File: src/design/tab_to_space_expander_unit_assert.svh
// Assertion helpers included by tab_to_space_expander_unit.sv.
`ifndef TAB_TO_SPACE_EXPANDER_UNIT_ASSERT_SVH
`define TAB_TO_SPACE_EXPANDER_UNIT_ASSERT_SVH

// antecedent implies consequent in the same cycle
`define TSE_ASSERT_NOW(lbl, clk, rst_n, ante, cons, msg) \
	lbl: assert property (@(posedge clk) disable iff (!rst_n) (ante) |-> (cons)) \
		else $error(msg);

// antecedent implies consequent in the next cycle
`define TSE_ASSERT_NEXT(lbl, clk, rst_n, ante, cons, msg) \
	lbl: assert property (@(posedge clk) disable iff (!rst_n) (ante) |=> (cons)) \
		else $error(msg);

`endif

File: src/design/tse_pkg.sv
package tse_pkg;

	typedef logic [7:0]  byte_t;
	typedef logic [7:0]  stop_idx_t;
	typedef logic [15:0] col16_t;
	typedef logic [9:0]  tab_width_t;
	typedef logic [8:0]  stop_count_t;
	typedef logic [3:0]  paddr_t;
	typedef logic [31:0] apb_data_t;
	typedef logic [1:0]  reg_idx_t;

	localparam byte_t CH_TAB = 8'h09;
	localparam byte_t CH_BS  = 8'h08;
	localparam byte_t CH_NL  = 8'h0A;
	localparam byte_t CH_SP  = 8'h20;

	// register index, taken from paddr[3:2]
	localparam reg_idx_t REG_TAB_WIDTH    = 2'd0;
	localparam reg_idx_t REG_STOP_COUNT   = 2'd1;
	localparam reg_idx_t REG_LEADING_ONLY = 2'd2;

	localparam tab_width_t TAB_WIDTH_RST = 10'd8;

	localparam logic MODE_TEXT = 1'b0;
	localparam logic MODE_STOP = 1'b1;

endpackage

File: src/design/tse_stream_if.sv
interface tse_item_if;
	import tse_pkg::*;

	logic      valid;
	logic      ready;
	logic      mode;
	byte_t     data_byte;
	stop_idx_t stop_index;
	col16_t    stop_column;

	modport source (output valid, output mode, output data_byte, output stop_index,
		output stop_column, input ready);
	modport sink (input valid, input mode, input data_byte, input stop_index,
		input stop_column, output ready);
endinterface

interface tse_result_if;
	import tse_pkg::*;

	logic   valid;
	logic   ready;
	byte_t  out_byte;
	col16_t repeat_count;
	col16_t column_after;

	modport source (output valid, output out_byte, output repeat_count,
		output column_after, input ready);
	modport sink (input valid, input out_byte, input repeat_count,
		input column_after, output ready);
endinterface

File: src/design/tab_to_space_expander_unit.sv
// Channel  Dir  Payload                                         Accepted when
// item     in   mode, data_byte, stop_index, stop_column        valid && ready
// result   out  out_byte, repeat_count, column_after            valid && ready
// apb      in   tab_width, stop_count, leading_only registers   psel && penable && pwrite
//
// Stop-table write: stored when the item is accepted. Plain byte: accept, then result load.
// Tab with uniform stops: accept, the 1-bit-per-cycle remainder loop, then result load.
// Tab with explicit stops: accept, a scan of at most min(stop_count, MAX_STOPS) entries
// through the single read port of the stop-table memory, one entry per cycle, then result load.
// A held result stalls only the final load; reset clears column to 0, sets leading blanks,
// and loads register defaults; the stop table needs no clearing pass.
`include "tab_to_space_expander_unit_assert.svh"

module tab_to_space_expander_unit #(
	parameter int MAX_STOPS   = 256,
	parameter int COLUMN_BITS = 16
) (
	input  logic               clk,
	input  logic               arst_n,
	tse_item_if.sink           item,
	tse_result_if.source       result,
	input  logic               psel,
	input  logic               penable,
	input  logic               pwrite,
	input  tse_pkg::paddr_t    paddr,
	input  tse_pkg::apb_data_t pwdata,
	output tse_pkg::apb_data_t prdata,
	output logic               pready
);
	import tse_pkg::*;

	localparam int AW   = (MAX_STOPS > 1) ? $clog2(MAX_STOPS) : 1;
	localparam int NW   = $clog2(MAX_STOPS + 1);
	localparam int CMPW = (NW > 9) ? NW : 9;
	localparam int CW   = (COLUMN_BITS > 16) ? COLUMN_BITS : 16;
	localparam int NXW  = CW + 1;
	localparam int DCW  = $clog2(COLUMN_BITS);
	localparam logic [NXW-1:0] COL_MAX_NX = (NXW'(1) << COLUMN_BITS) - NXW'(1);

	typedef enum logic [1:0] {S_IDLE, S_DIV, S_SCAN, S_FIN} state_t;
	typedef logic [COLUMN_BITS-1:0] col_t;

	// configuration registers
	tab_width_t  tab_width_q;
	stop_count_t stop_count_q;
	logic        leading_only_q;

	logic cfg_wr;
	assign cfg_wr = psel && penable && pwrite;
	assign pready = 1'b1;

	always_ff @(posedge clk or negedge arst_n) begin
		if (!arst_n) begin
			tab_width_q    <= TAB_WIDTH_RST;
			stop_count_q   <= '0;
			leading_only_q <= 1'b0;
		end else if (cfg_wr) begin
			case (paddr[3:2])
				REG_TAB_WIDTH:    tab_width_q    <= pwdata[9:0];
				REG_STOP_COUNT:   stop_count_q   <= pwdata[8:0];
				REG_LEADING_ONLY: leading_only_q <= pwdata[0];
				default: ;
			endcase
		end
	end

	always_comb begin
		case (paddr[3:2])
			REG_TAB_WIDTH:    prdata = 32'(tab_width_q);
			REG_STOP_COUNT:   prdata = 32'(stop_count_q);
			REG_LEADING_ONLY: prdata = 32'(leading_only_q);
			default:          prdata = '0;
		endcase
	end

	// control and datapath state
	state_t          state_q;
	col_t            col_q;
	logic            lead_q;
	byte_t           byte_q;
	col16_t          rep_q;
	col_t            dvd_q;
	logic [9:0]      rem_q;
	logic [DCW-1:0]  div_cnt_q;
	logic [NW-1:0]   scan_q;
	logic            pend_q;
	logic            res_valid_q;
	byte_t           res_byte_q;
	col16_t          res_rep_q;
	col16_t          res_col_q;

	// stop table
	col16_t stop_mem [MAX_STOPS];
	col16_t rd_data_q;
	logic [AW-1:0] rd_addr;
	logic item_acc, stop_wr;

	assign item.ready = (state_q == S_IDLE);
	assign item_acc   = item.valid && item.ready;
	assign stop_wr    = item_acc && (item.mode == MODE_STOP) &&
		(32'(item.stop_index) < 32'(MAX_STOPS));
	assign rd_addr    = scan_q[AW-1:0];

	// writes only in idle, reads only consumed while scanning: no same-entry overlap
	always_ff @(posedge clk) begin
		if (stop_wr)
			stop_mem[AW'(item.stop_index)] <= item.stop_column;
		rd_data_q <= stop_mem[rd_addr];
	end

	// effective stop count and tab width
	logic [NW-1:0] n_eff;
	logic          explicit_mode;
	tab_width_t    w_eff;

	assign n_eff = (CMPW'(stop_count_q) > CMPW'(MAX_STOPS)) ? NW'(MAX_STOPS)
		: NW'(stop_count_q);
	assign explicit_mode = (n_eff >= NW'(2));
	assign w_eff = (tab_width_q == '0) ? tab_width_t'(1) : tab_width_q;

	// restoring remainder step
	logic [10:0] rem_sh, rem_sub;
	logic [9:0]  rem_nx;
	assign rem_sh  = {rem_q, dvd_q[COLUMN_BITS-1]};
	assign rem_sub = rem_sh - {1'b0, w_eff};
	assign rem_nx  = (rem_sh >= {1'b0, w_eff}) ? rem_sub[9:0] : rem_sh[9:0];

	// table scan compare
	logic [CW-1:0] stop_cw, col_cw, stop_diff;
	logic          stop_hit;
	assign stop_cw   = CW'(rd_data_q);
	assign col_cw    = CW'(col_q);
	assign stop_hit  = pend_q && (stop_cw > col_cw);
	assign stop_diff = stop_cw - col_cw;

	// result formation
	logic [NXW-1:0] nx_w, nx_sat;
	col_t           col_new;
	logic           lead_new;
	byte_t          ob;
	col16_t         rep_out;
	logic [CW-1:0]  col_new_cw;
	col16_t         col_out;
	logic           out_free;

	assign nx_w   = NXW'(col_q) + NXW'(rep_q);
	assign nx_sat = (nx_w > COL_MAX_NX) ? COL_MAX_NX : nx_w;

	always_comb begin
		col_new  = col_q;
		lead_new = lead_q;
		ob       = byte_q;
		rep_out  = 16'd1;
		case (byte_q)
			CH_TAB: begin
				col_new = nx_sat[COLUMN_BITS-1:0];
				if (leading_only_q && !lead_q) begin
					ob = CH_TAB;
				end else begin
					ob      = CH_SP;
					rep_out = rep_q;
				end
			end
			CH_BS: begin
				if (col_q != '0)
					col_new = col_q - col_t'(1);
				lead_new = 1'b0;
			end
			CH_NL: begin
				col_new  = '0;
				lead_new = 1'b1;
			end
			default: begin
				col_new = nx_sat[COLUMN_BITS-1:0];
				if (byte_q != CH_SP)
					lead_new = 1'b0;
			end
		endcase
	end

	assign col_new_cw = CW'(col_new);
	assign col_out    = (col_new_cw > CW'(16'hFFFF)) ? 16'hFFFF : col_new_cw[15:0];
	assign out_free   = !res_valid_q || result.ready;

	always_ff @(posedge clk or negedge arst_n) begin
		if (!arst_n) begin
			state_q     <= S_IDLE;
			col_q       <= '0;
			lead_q      <= 1'b1;
			pend_q      <= 1'b0;
			res_valid_q <= 1'b0;
			byte_q      <= '0;
			rep_q       <= '0;
			dvd_q       <= '0;
			rem_q       <= '0;
			div_cnt_q   <= '0;
			scan_q      <= '0;
			res_byte_q  <= '0;
			res_rep_q   <= '0;
			res_col_q   <= '0;
		end else begin
			// in S_FIN a load replaces the departing transaction
			if (res_valid_q && result.ready && state_q != S_FIN)
				res_valid_q <= 1'b0;
			case (state_q)
				S_IDLE: begin
					if (item_acc && item.mode == MODE_TEXT) begin
						byte_q    <= item.data_byte;
						rep_q     <= 16'd1;
						dvd_q     <= col_q;
						rem_q     <= '0;
						div_cnt_q <= DCW'(COLUMN_BITS - 1);
						scan_q    <= '0;
						pend_q    <= 1'b0;
						if (item.data_byte != CH_TAB)
							state_q <= S_FIN;
						else if (explicit_mode)
							state_q <= S_SCAN;
						else
							state_q <= S_DIV;
					end
				end
				S_DIV: begin
					rem_q     <= rem_nx;
					dvd_q     <= dvd_q << 1;
					div_cnt_q <= div_cnt_q - DCW'(1);
					if (div_cnt_q == '0) begin
						rep_q   <= 16'(w_eff - rem_nx);
						state_q <= S_FIN;
					end
				end
				S_SCAN: begin
					if (stop_hit) begin
						rep_q   <= stop_diff[15:0];
						pend_q  <= 1'b0;
						state_q <= S_FIN;
					end else if (scan_q == n_eff) begin
						// ran past the last stop: advance by one
						rep_q   <= 16'd1;
						pend_q  <= 1'b0;
						state_q <= S_FIN;
					end else begin
						scan_q <= scan_q + NW'(1);
						pend_q <= 1'b1;
					end
				end
				S_FIN: begin
					if (out_free) begin
						res_valid_q <= 1'b1;
						res_byte_q  <= ob;
						res_rep_q   <= rep_out;
						res_col_q   <= col_out;
						col_q       <= col_new;
						lead_q      <= lead_new;
						state_q     <= S_IDLE;
					end
				end
				default: state_q <= S_IDLE;
			endcase
		end
	end

	assign result.valid        = res_valid_q;
	assign result.out_byte     = res_byte_q;
	assign result.repeat_count = res_rep_q;
	assign result.column_after = res_col_q;

	`TSE_ASSERT_NOW(a_rep_nonzero, clk, arst_n, state_q == S_FIN, rep_q != '0,
		"zero tab distance at result load")
	`TSE_ASSERT_NOW(a_pend_in_scan, clk, arst_n, pend_q, state_q == S_SCAN,
		"table read pending outside scan")
	`TSE_ASSERT_NEXT(a_text_busy, clk, arst_n, item_acc && item.mode == MODE_TEXT,
		state_q != S_IDLE, "text transaction did not start work")
	`TSE_ASSERT_NEXT(a_newline_reset, clk, arst_n,
		state_q == S_FIN && out_free && byte_q == CH_NL,
		col_q == '0 && lead_q && res_valid_q, "newline did not reset column")

endmodule

File: src/flat_wrapper.sv
// flat-port wrapper written by rule: the top's interface ports become plain ports
module tab_to_space_expander_unit_flat import tse_pkg::*;
#(
	parameter int MAX_STOPS   = 256,
	parameter int COLUMN_BITS = 16
)
  (clk, arst_n, psel, penable, pwrite, paddr, pwdata, prdata, pready, item_valid, item_mode, item_data_byte, item_stop_index, item_stop_column, item_ready, result_valid, result_out_byte, result_repeat_count, result_column_after, result_ready);
  tse_item_if item_i ();
  tse_result_if result_i ();
  input  logic clk;
  input  logic arst_n;
  input  logic psel;
  input  logic penable;
  input  logic pwrite;
  input  tse_pkg::paddr_t paddr;
  input  tse_pkg::apb_data_t pwdata;
  output tse_pkg::apb_data_t prdata;
  output logic pready;
  input wire logic [$bits(item_i.valid)-1:0] item_valid;
  input wire logic [$bits(item_i.mode)-1:0] item_mode;
  input wire logic [$bits(item_i.data_byte)-1:0] item_data_byte;
  input wire logic [$bits(item_i.stop_index)-1:0] item_stop_index;
  input wire logic [$bits(item_i.stop_column)-1:0] item_stop_column;
  output wire logic [$bits(item_i.ready)-1:0] item_ready;
  output wire logic [$bits(result_i.valid)-1:0] result_valid;
  output wire logic [$bits(result_i.out_byte)-1:0] result_out_byte;
  output wire logic [$bits(result_i.repeat_count)-1:0] result_repeat_count;
  output wire logic [$bits(result_i.column_after)-1:0] result_column_after;
  input wire logic [$bits(result_i.ready)-1:0] result_ready;
  assign item_i.valid = item_valid;
  assign item_i.mode = item_mode;
  assign item_i.data_byte = item_data_byte;
  assign item_i.stop_index = item_stop_index;
  assign item_i.stop_column = item_stop_column;
  assign item_ready = item_i.ready;
  assign result_valid = result_i.valid;
  assign result_out_byte = result_i.out_byte;
  assign result_repeat_count = result_i.repeat_count;
  assign result_column_after = result_i.column_after;
  assign result_i.ready = result_ready;
  tab_to_space_expander_unit #(.MAX_STOPS(MAX_STOPS), .COLUMN_BITS(COLUMN_BITS)) u_core (.clk(clk), .arst_n(arst_n), .item(item_i), .result(result_i), .psel(psel), .penable(penable), .pwrite(pwrite), .paddr(paddr), .pwdata(pwdata), .prdata(prdata), .pready(pready));
endmodule
File: config.mk
export PLATFORM = sky130hd
export DESIGN_NAME = tab_to_space_expander_unit_flat
export DESIGN_NICKNAME = d
export VERILOG_FILES = /design/src/design/tse_pkg.sv /design/src/design/tse_stream_if.sv /design/src/design/tab_to_space_expander_unit.sv /design/src/flat_wrapper.sv
export VERILOG_INCLUDE_DIRS = /design/src /design/src/design
export SDC_FILE = /design/constraint.sdc
export NUM_CORES = 2
export LEC_CHECK = 0
export BUFFER_PORTS_ARGS = -buffer_cell sky130_fd_sc_hd__clkbuf_2
export CAP_MARGIN = 0
export CORE_ASPECT_RATIO = 0.9
export CORE_MARGIN = 2
export CORE_UTILIZATION = 57
export DETAILED_ROUTE_END_ITERATION = 7
export HOLD_SLACK_MARGIN = 0.15
export MAX_ROUTING_LAYER = met4
export PLACE_DENSITY = 0.82
export SLEW_MARGIN = 20
export SYNTH_ARGS = -nofsm -noshare
export SYNTH_HDL_FRONTEND = slang
export SYNTH_SLANG_ARGS = --single-unit
File: constraint.sdc
create_clock -name clk -period 4.18 [get_ports clk]
set_input_delay 0.418 -clock clk [delete_from_list [all_inputs] [get_ports clk]]
set_output_delay 0.418 -clock clk [all_outputs]
set_load 0.005 [all_outputs]
# Yosys cells after proc, flatten, opt, wreduce, memory -nomap -nowiden
# Memory sizes are Yosys's and may differ from the RTL's. A register that Yosys moved wholly into a read port is not among the register bits.
# Cells that the tools add are included.
[totals] register_bits=144 ramBits=4096 input_bits=76 out_inout_bits=75 wordCells=129 n_memories=1
[op_classes] n_addsub=7 order_cmp=6 n_eq_ne=18 muxes=46 bitwise_logic=2 n_reduce_logical=32
[memory_table] name="u_core.stop_mem" depth=256 word_bits=16 rd=1 rd_clocked_by_memory_dff=1 wr=1 line="tab_to_space_expander_unit.sv:93" text="col16_t stop_mem [MAX_STOPS];"
[op_table] cell="$mux 16" count=10
[op_table] cell="$pmux 16 s2" count=2
[op_table] cell="$pmux 16 s3" count=1
[op_table] cell="$mux 9" count=4
[op_table] cell="$mux 10" count=3
[op_table] cell="$pmux 10 s3" count=1
[op_table] cell="$eq 8x4->1 const B" count=3
[op_table] cell="$pmux 10 s2" count=1
[op_table] cell="$pmux 9 s2" count=1
[op_table] cell="$add 16x16->17" count=1
[op_table] cell="$gt 17x16->1 const B" count=1
[op_table] cell="$gt 16x16->1" count=1
[op_table] cell="$gt 16x16->1 const B" count=1
[op_table] cell="$reduce_and 4->1" count=4
[op_table] cell="$reduce_bool 16->1" count=1
[op_table] cell="$sub 16x1->16 const B" count=1
[op_table] cell="$sub 16x16->16" count=1
[op_table] cell="$mux 2" count=7
[op_table] cell="$reduce_and 2->1" count=7
[op_table] cell="$ge 11x10->1" count=1
[op_table] cell="$sub 10x10->11" count=1
[op_table] cell="$logic_not 10->1" count=1
[op_table] cell="$sub 10x10->10" count=1
[op_table] cell="$add 9x1->9 const B" count=1
[op_table] cell="27 further kinds" count=55

# Longest topological paths before layout
[depth] ltp_word=7 depth_mapped=21 mapped_depth_nobuf=19

# Worst setup path after synthesis
# No wires, ideal clock.
[synth_path] kind="register to register" startpoint="reg u_core.tab_width_q[3]" endpoint="reg u_core.rep_q[7]" setup_ps=125 arrival_ps=4358 t_required_ps=4055 slack_ps=-303 stages_incl_launch_ff=22 n_path_buf=2 period_less_slack_ps=4483 path_cell_list="dfstp_2 -> clkbuf_1 -> inv_1 -> a41oi_1 -> inv_1 -> ha_1 -> nor2b_1 -> o21ai_0 -> a31oi_1 -> nand2_1 -> clkbuf_1 -> mux2i_1 -> ha_1 -> nor2b_1 -> o21ai_0 -> nand2_1 -> nor3_1 -> nor4_1 -> a211oi_1 -> a2111oi_0 -> nor4_1 -> nand2_1"
[synth_between] elab_chain_len=7 elab_cells_between_ends=8 cone_classes="add/sub (2); order compare (1); mux (4); reduce/logical (1)"
[synth_lines] item="start: declaration" line="tab_to_space_expander_unit.sv:44" text="tab_width_t tab_width_q;"
[synth_lines] item="start signal: assignment" line="tab_to_space_expander_unit.sv:59" text="REG_TAB_WIDTH: tab_width_q <= pwdata[9:0];"
[synth_lines] item="$logic_not 10->1" line="tab_to_space_expander_unit.sv:119" text="assign w_eff = (tab_width_q == '0) ? tab_width_t'(1) : tab_width_q;"
[synth_lines] item="$mux 10 (*)" line="tab_to_space_expander_unit.sv:119"
[synth_lines] item="$sub 10x10->10 or $ge 11x10->1 (tied branches)" line="tab_to_space_expander_unit.sv:125, tab_to_space_expander_unit.sv:126"
[synth_lines] item="$mux 10" line="tab_to_space_expander_unit.sv:126" text="assign rem_nx = (rem_sh >= {1'b0, w_eff}) ? rem_sub[9:0] : rem_sh[9:0];"
[synth_lines] item="$sub 10x10->11 (*)" line="tab_to_space_expander_unit.sv:228" text="rep_q <= 16'(w_eff - rem_nx);"
[synth_lines] item="$mux 16 (*)" line="tab_to_space_expander_unit.sv:227" text="if (div_cnt_q == '0) begin"
[synth_lines] item="$pmux 16 s3 (*)" line="tab_to_space_expander_unit.sv:205" text="case (state_q)"
[synth_lines] item="end signal: assignment" line="tab_to_space_expander_unit.sv:228"
[synth_lines] item="end signal: assignment" line="tab_to_space_expander_unit.sv:234" text="rep_q <= stop_diff[15:0];"
[synth_lines] item="end: declaration" line="tab_to_space_expander_unit.sv:81" text="col16_t rep_q;"
# Mark *: on every way between the ends. The rest lies on a longest branch, timed or not. The select of a mux whose other input is x is not followed.
# A chain may end at the register's enable or synchronous reset.

# Final worst setup path
[layout_path] startpoint="reg u_core.tab_width_q[0]" endpoint="reg u_core.rep_q[7]"
# Same word-level chain as after synthesis.

==> reports/metrics.cfg <==
[final_layout]
cell_count_final_fillers_out = 12100
multi_input_area_um2 = 37400
area_delta_synth_final_pct = 13.6
final.fill_count = 16900
layout-drive-gt1-share_pct = 32.8
design.final.nets = 8002
post-route-cell-area_um2 = 188000
final_util_pct = 65.1
final-seq-area_um2 = 127000

[global_routing]
grt_util_all_layers_pct = 33.2
grt_remaining_overflow = 0
grt_pass1_wl_mm = 662
antenna_violations_before_repair = 50
grt_pass1_vias = 85200
grt_start_max_net_pins = 175

[pwr]
total_leakage_power_nw = 58.4
vdd.ir_drop.worst_v = 0.000452
power_per_standard_cell_area_nw_per_um2 = 609

[critical_path]
cp_slowest_cell = dfrtp_1
timing.rr.end = u_core.rep_q[7]
critical_path.cell_chain = nor4_2 -> buf_4 -> a41oi_4 -> inv_2 -> ha_4 -> buf_4 -> nor2b_1 -> o21a_1 -> o21a_1 -> o21a_1 -> nor2_1 -> xnor2_1 -> mux2i_1 -> ha_1 -> nand3_1 -> nor4_1 -> a211oi_2 -> buf_4 -> nor4b_1 -> nor4_1 -> nand2_1
critical_path_fanout_max = 3
worstSetupEndpoint = u_core.rep_q[7]
reg2reg_from = u_core.tab_width_q[0]
crit_arrival_ps = 4780
endpoint_kind = register
cp_num_buf_inv = 4
critPathRequiredTime_ps = 4940
number_of_cells_on_the_worst_reg_to_reg_path = 21
ff2ff_setup_slack_ps = 150
crit_path_start = u_core.tab_width_q[0]
timing.critical_path.slowest_cell_delay_ps = 400
timing.critical_path.max_delay_family = simple AND/OR/NAND/NOR gates
ws_path_type = reg2reg
crit_cells = 21
cp-start-kind = register

[place]
placement.setup.worst_slack_ps = -379
place_hpwl_mm = 254
io_buffers = 103
detailed_place.area_um2 = 175000
place.gp.congestion = 0.894
dp_cells = 11300

[clocking]
worst_skew_pair.late_latency_ps = 970
cts.reportedPaths.clkPinSlew_ps = 60
tritoncts = done
clkSinkCount = 4240
h_tree_levels = 5
master_cell_of_the_clock_root_buffer = clkbuf_16
numCtsBuffers = 391
clock_tree.buffer_depth = 4

[yosys]
yosys_register_bits = 4240
yosys_warnings = 0
syn_area_per_cell_um2 = 23.1
syn-cell-area_um2 = 166000
synth_cell_types = 75
async_flop_share_pct = 3.02
synth-seq-area-share_pct = 76.4
synth_ff_type = edfxtp_1
number_of_enable_type_register_cells_in_the_synthesized_netlist = 4096
synth_cells = 7152

[timing]
max_slew.worst_pin.slew_ps = 1180
final_max_slew_viol_count = 0
final_hold_viol_count = 0
fin_skew_ps = 80.1
final_cycle_share_pct = 96.3
finalSetupViolCount = 0
min_period_ps = 4030
fmax_mhz = 248
postLayoutSetupSlackWorst_ps = 154
slew_headroom_pct = 21.6

[floorplanning]
design.die.area_um2 = 295000
top_level_ports = 151
placeableCoreArea_um2 = 289000
dieWidth_um = 572
die_height_um = 515
start_util_pct = 57.3
row_count = 187

[outcome]
violations = design-rule violations
outcome = finished with violations

[detailed_routing]
avgViaCountPerCell = 7.16
post-route-drc-count = 1
first_iter_violations = 15400
dr.pass1.iters = 8
postRouteWirelength_mm = 474
drt.antenna.violating_nets = 0
vias = 86700
routedWlPerCell_um = 39.1

[flow_run]
max-cap-violations = 0

[hold_path]
worstHoldStart = item_stop_column[6]
hold_path.class = in2reg

[report_power, final]
group          leakage (nW)  switching [W]  internal (W)  total, W
clock                  6.10         0.0163        0.0199    0.0362
combinational          13.8         0.0170        0.0133    0.0304
sequential             38.5       0.000903        0.0471    0.0480
total                  58.4         0.0342        0.0803     0.115
[sequential cells by signal, summed over array words and instances, names as in the netlist]
name / cells
u_core.col_cw: 16
u_core.div_cnt_q: 4
u_core.lead_q: 1
u_core.stop_count_q: 9
u_core.leading_only_q: 1
u_core.stop_mem: 4096
u_core.scan_q: 9
u_core.result.repeat_count: 16
u_core.result.out_byte: 8
u_core.state_q: 2
u_core.result.valid: 1
u_core.rem_q: 10
u_core.dvd_q: 16
u_core.rep_q: 16
u_core.pend_q: 1
u_core.rd_data_q: 16
u_core.byte_q: 8
u_core.tab_width_q: 10
[placed cells by master (no fill, tap or decap), drive strengths merged, types with 62 or more instances in the layout]
cell type,instances
clkbuf,572
edfxtp,4096
diode,62
nor2,319
mux4,1358
buf,571
o21ai,94
inv,70
nand2,161
clkinv,159
dfrtp,126
[final cells by class]
cell class,count,area share (%)
inverters,55,0.110
clock buffers,472,5.39
well taps,3874,2.58
flip-flops and latches,4240,67.3
repair buffers,701,3.30
multi-input cells,2474,19.9
clock inverters,239,1.32
diodes,62,0.0825
[how the worst min path moves through the flow]
stage	slack (ps)	endpoint	cells after the start
after CTS	160	u_core.stop_mem[102][8]	1
after floorplan	120	u_core.byte_q[0]	0
final	150	u_core.stop_mem[109][6]	1
after global placement	450	u_core.result.repeat_count[7]	2
after global routing	190	u_core.leading_only_q	3
after detailed placement	460	u_core.result.repeat_count[7]	2
[metrics by stage]
| stage | hold slack, ps | total power, W | setup TNS, ps |
|---|---|---|---|
| after floorplan | 122 | 0.0663 | 0 |
| after global placement | 450 | 0.0762 | -1420 |
| after detailed placement | 458 | 0.0770 | -1150 |
| after CTS | 157 | 0.114 | 0 |
| after global routing | 188 | 0.117 | -209 |
| final | 145 | 0.115 | 0 |
[cells by family (layout without fill, tap and decap cells)]
| family | count (synthesis) | after routing | synth area share [%] |
|---|---|---|---|
| compound gates | 266 | 266 | 1.02 |
| xor+xnor | 47 | 47 | 0.249 |
| fa+ha+maj | 63 | 63 | 0.494 |
| buf+inv | 459 | 1467 | 1.18 |
| flops | 4240 | 4240 | 76.4 |
| mux | 1423 | 1423 | 18.9 |
| other cells | 2 | 85 | 0.00454 |
| simple gates | 652 | 652 | 1.71 |
[worst register-to-register path, stage by stage (launching register included)]
cell and delay (ps):
dfrtp_1 400, nor4_2 290, buf_4 170, a41oi_4 120, inv_2 100, ha_4 140, buf_4 100, nor2b_1 30
o21a_1 190, o21a_1 200, o21a_1 170, nor2_1 110, xnor2_1 140, mux2i_1 120, ha_1 370, nand3_1 110
nor4_1 370, a211oi_2 90, buf_4 150, nor4b_1 130, nor4_1 310, nand2_1 90
[cells in the mapped netlist (4+ instances only)]
cell type     n  share of area, %
a211oi_1      7             0.032
nand4_1      14             0.053
mux2_2       31              0.21
xnor2_1      30              0.16
and3_1       10             0.038
o21bai_1      5             0.023
a22oi_1       6             0.027
o21a_1        8             0.036
nor3_1       23             0.070
buf_1        32             0.073
dfxtp_1      16              0.19
nor4_1        9             0.034
a31o_2        4             0.021
nand2b_1      9             0.034
edfxtp_1   4096                74
nor3b_1       7             0.032
or3_1        12             0.045
a21oi_1      54              0.16
nand3_1      49              0.15
dfrtp_1     126               1.9
mux4_2     1358                18
a31oi_1       8             0.030
nand3b_1      6             0.027
buf_4        24              0.11
o22ai_1       7             0.026
buf_2       111              0.34
nor2_1      319              0.72
o311ai_0      7             0.037
fa_1          4             0.048
clkbuf_1    236              0.54
xor2_1       17             0.090
o211ai_1      9             0.041
ha_1         59              0.45
nor2b_1      12             0.045
and2_1        6             0.023
nand2_1     161              0.37
a21o_1       17             0.077
o21ai_0      94              0.28
a211o_1       5             0.026
mux2i_1      34              0.21
inv_1        55              0.12
[per-layer routing]
| metal | vias to the layer above | global-route usage [%] | wire (µm) |
|---|---|---|---|
| met2 | 8194 | 51.5 | 230000 |
| met3 | 1459 | 8.45 | 61500 |
| met4 | 0 | 15.3 | 27900 |
| li1 | 31900 | - | - |
| met1 | 45200 | 41.6 | 154000 |
| met5 | - | - | 0 |
[repair_timing]
action                                 in CTS  in global routing
buffers inserted                            1                  8
hold buffers                               26                  4
pin swaps                                   4                 22
cloned                                      0                  0
setup endpoints to repair                  10                 12
gates resized for setup                    11                 25
endpoints found under the hold margin     234                233
(Power assumes the default switching activity.)
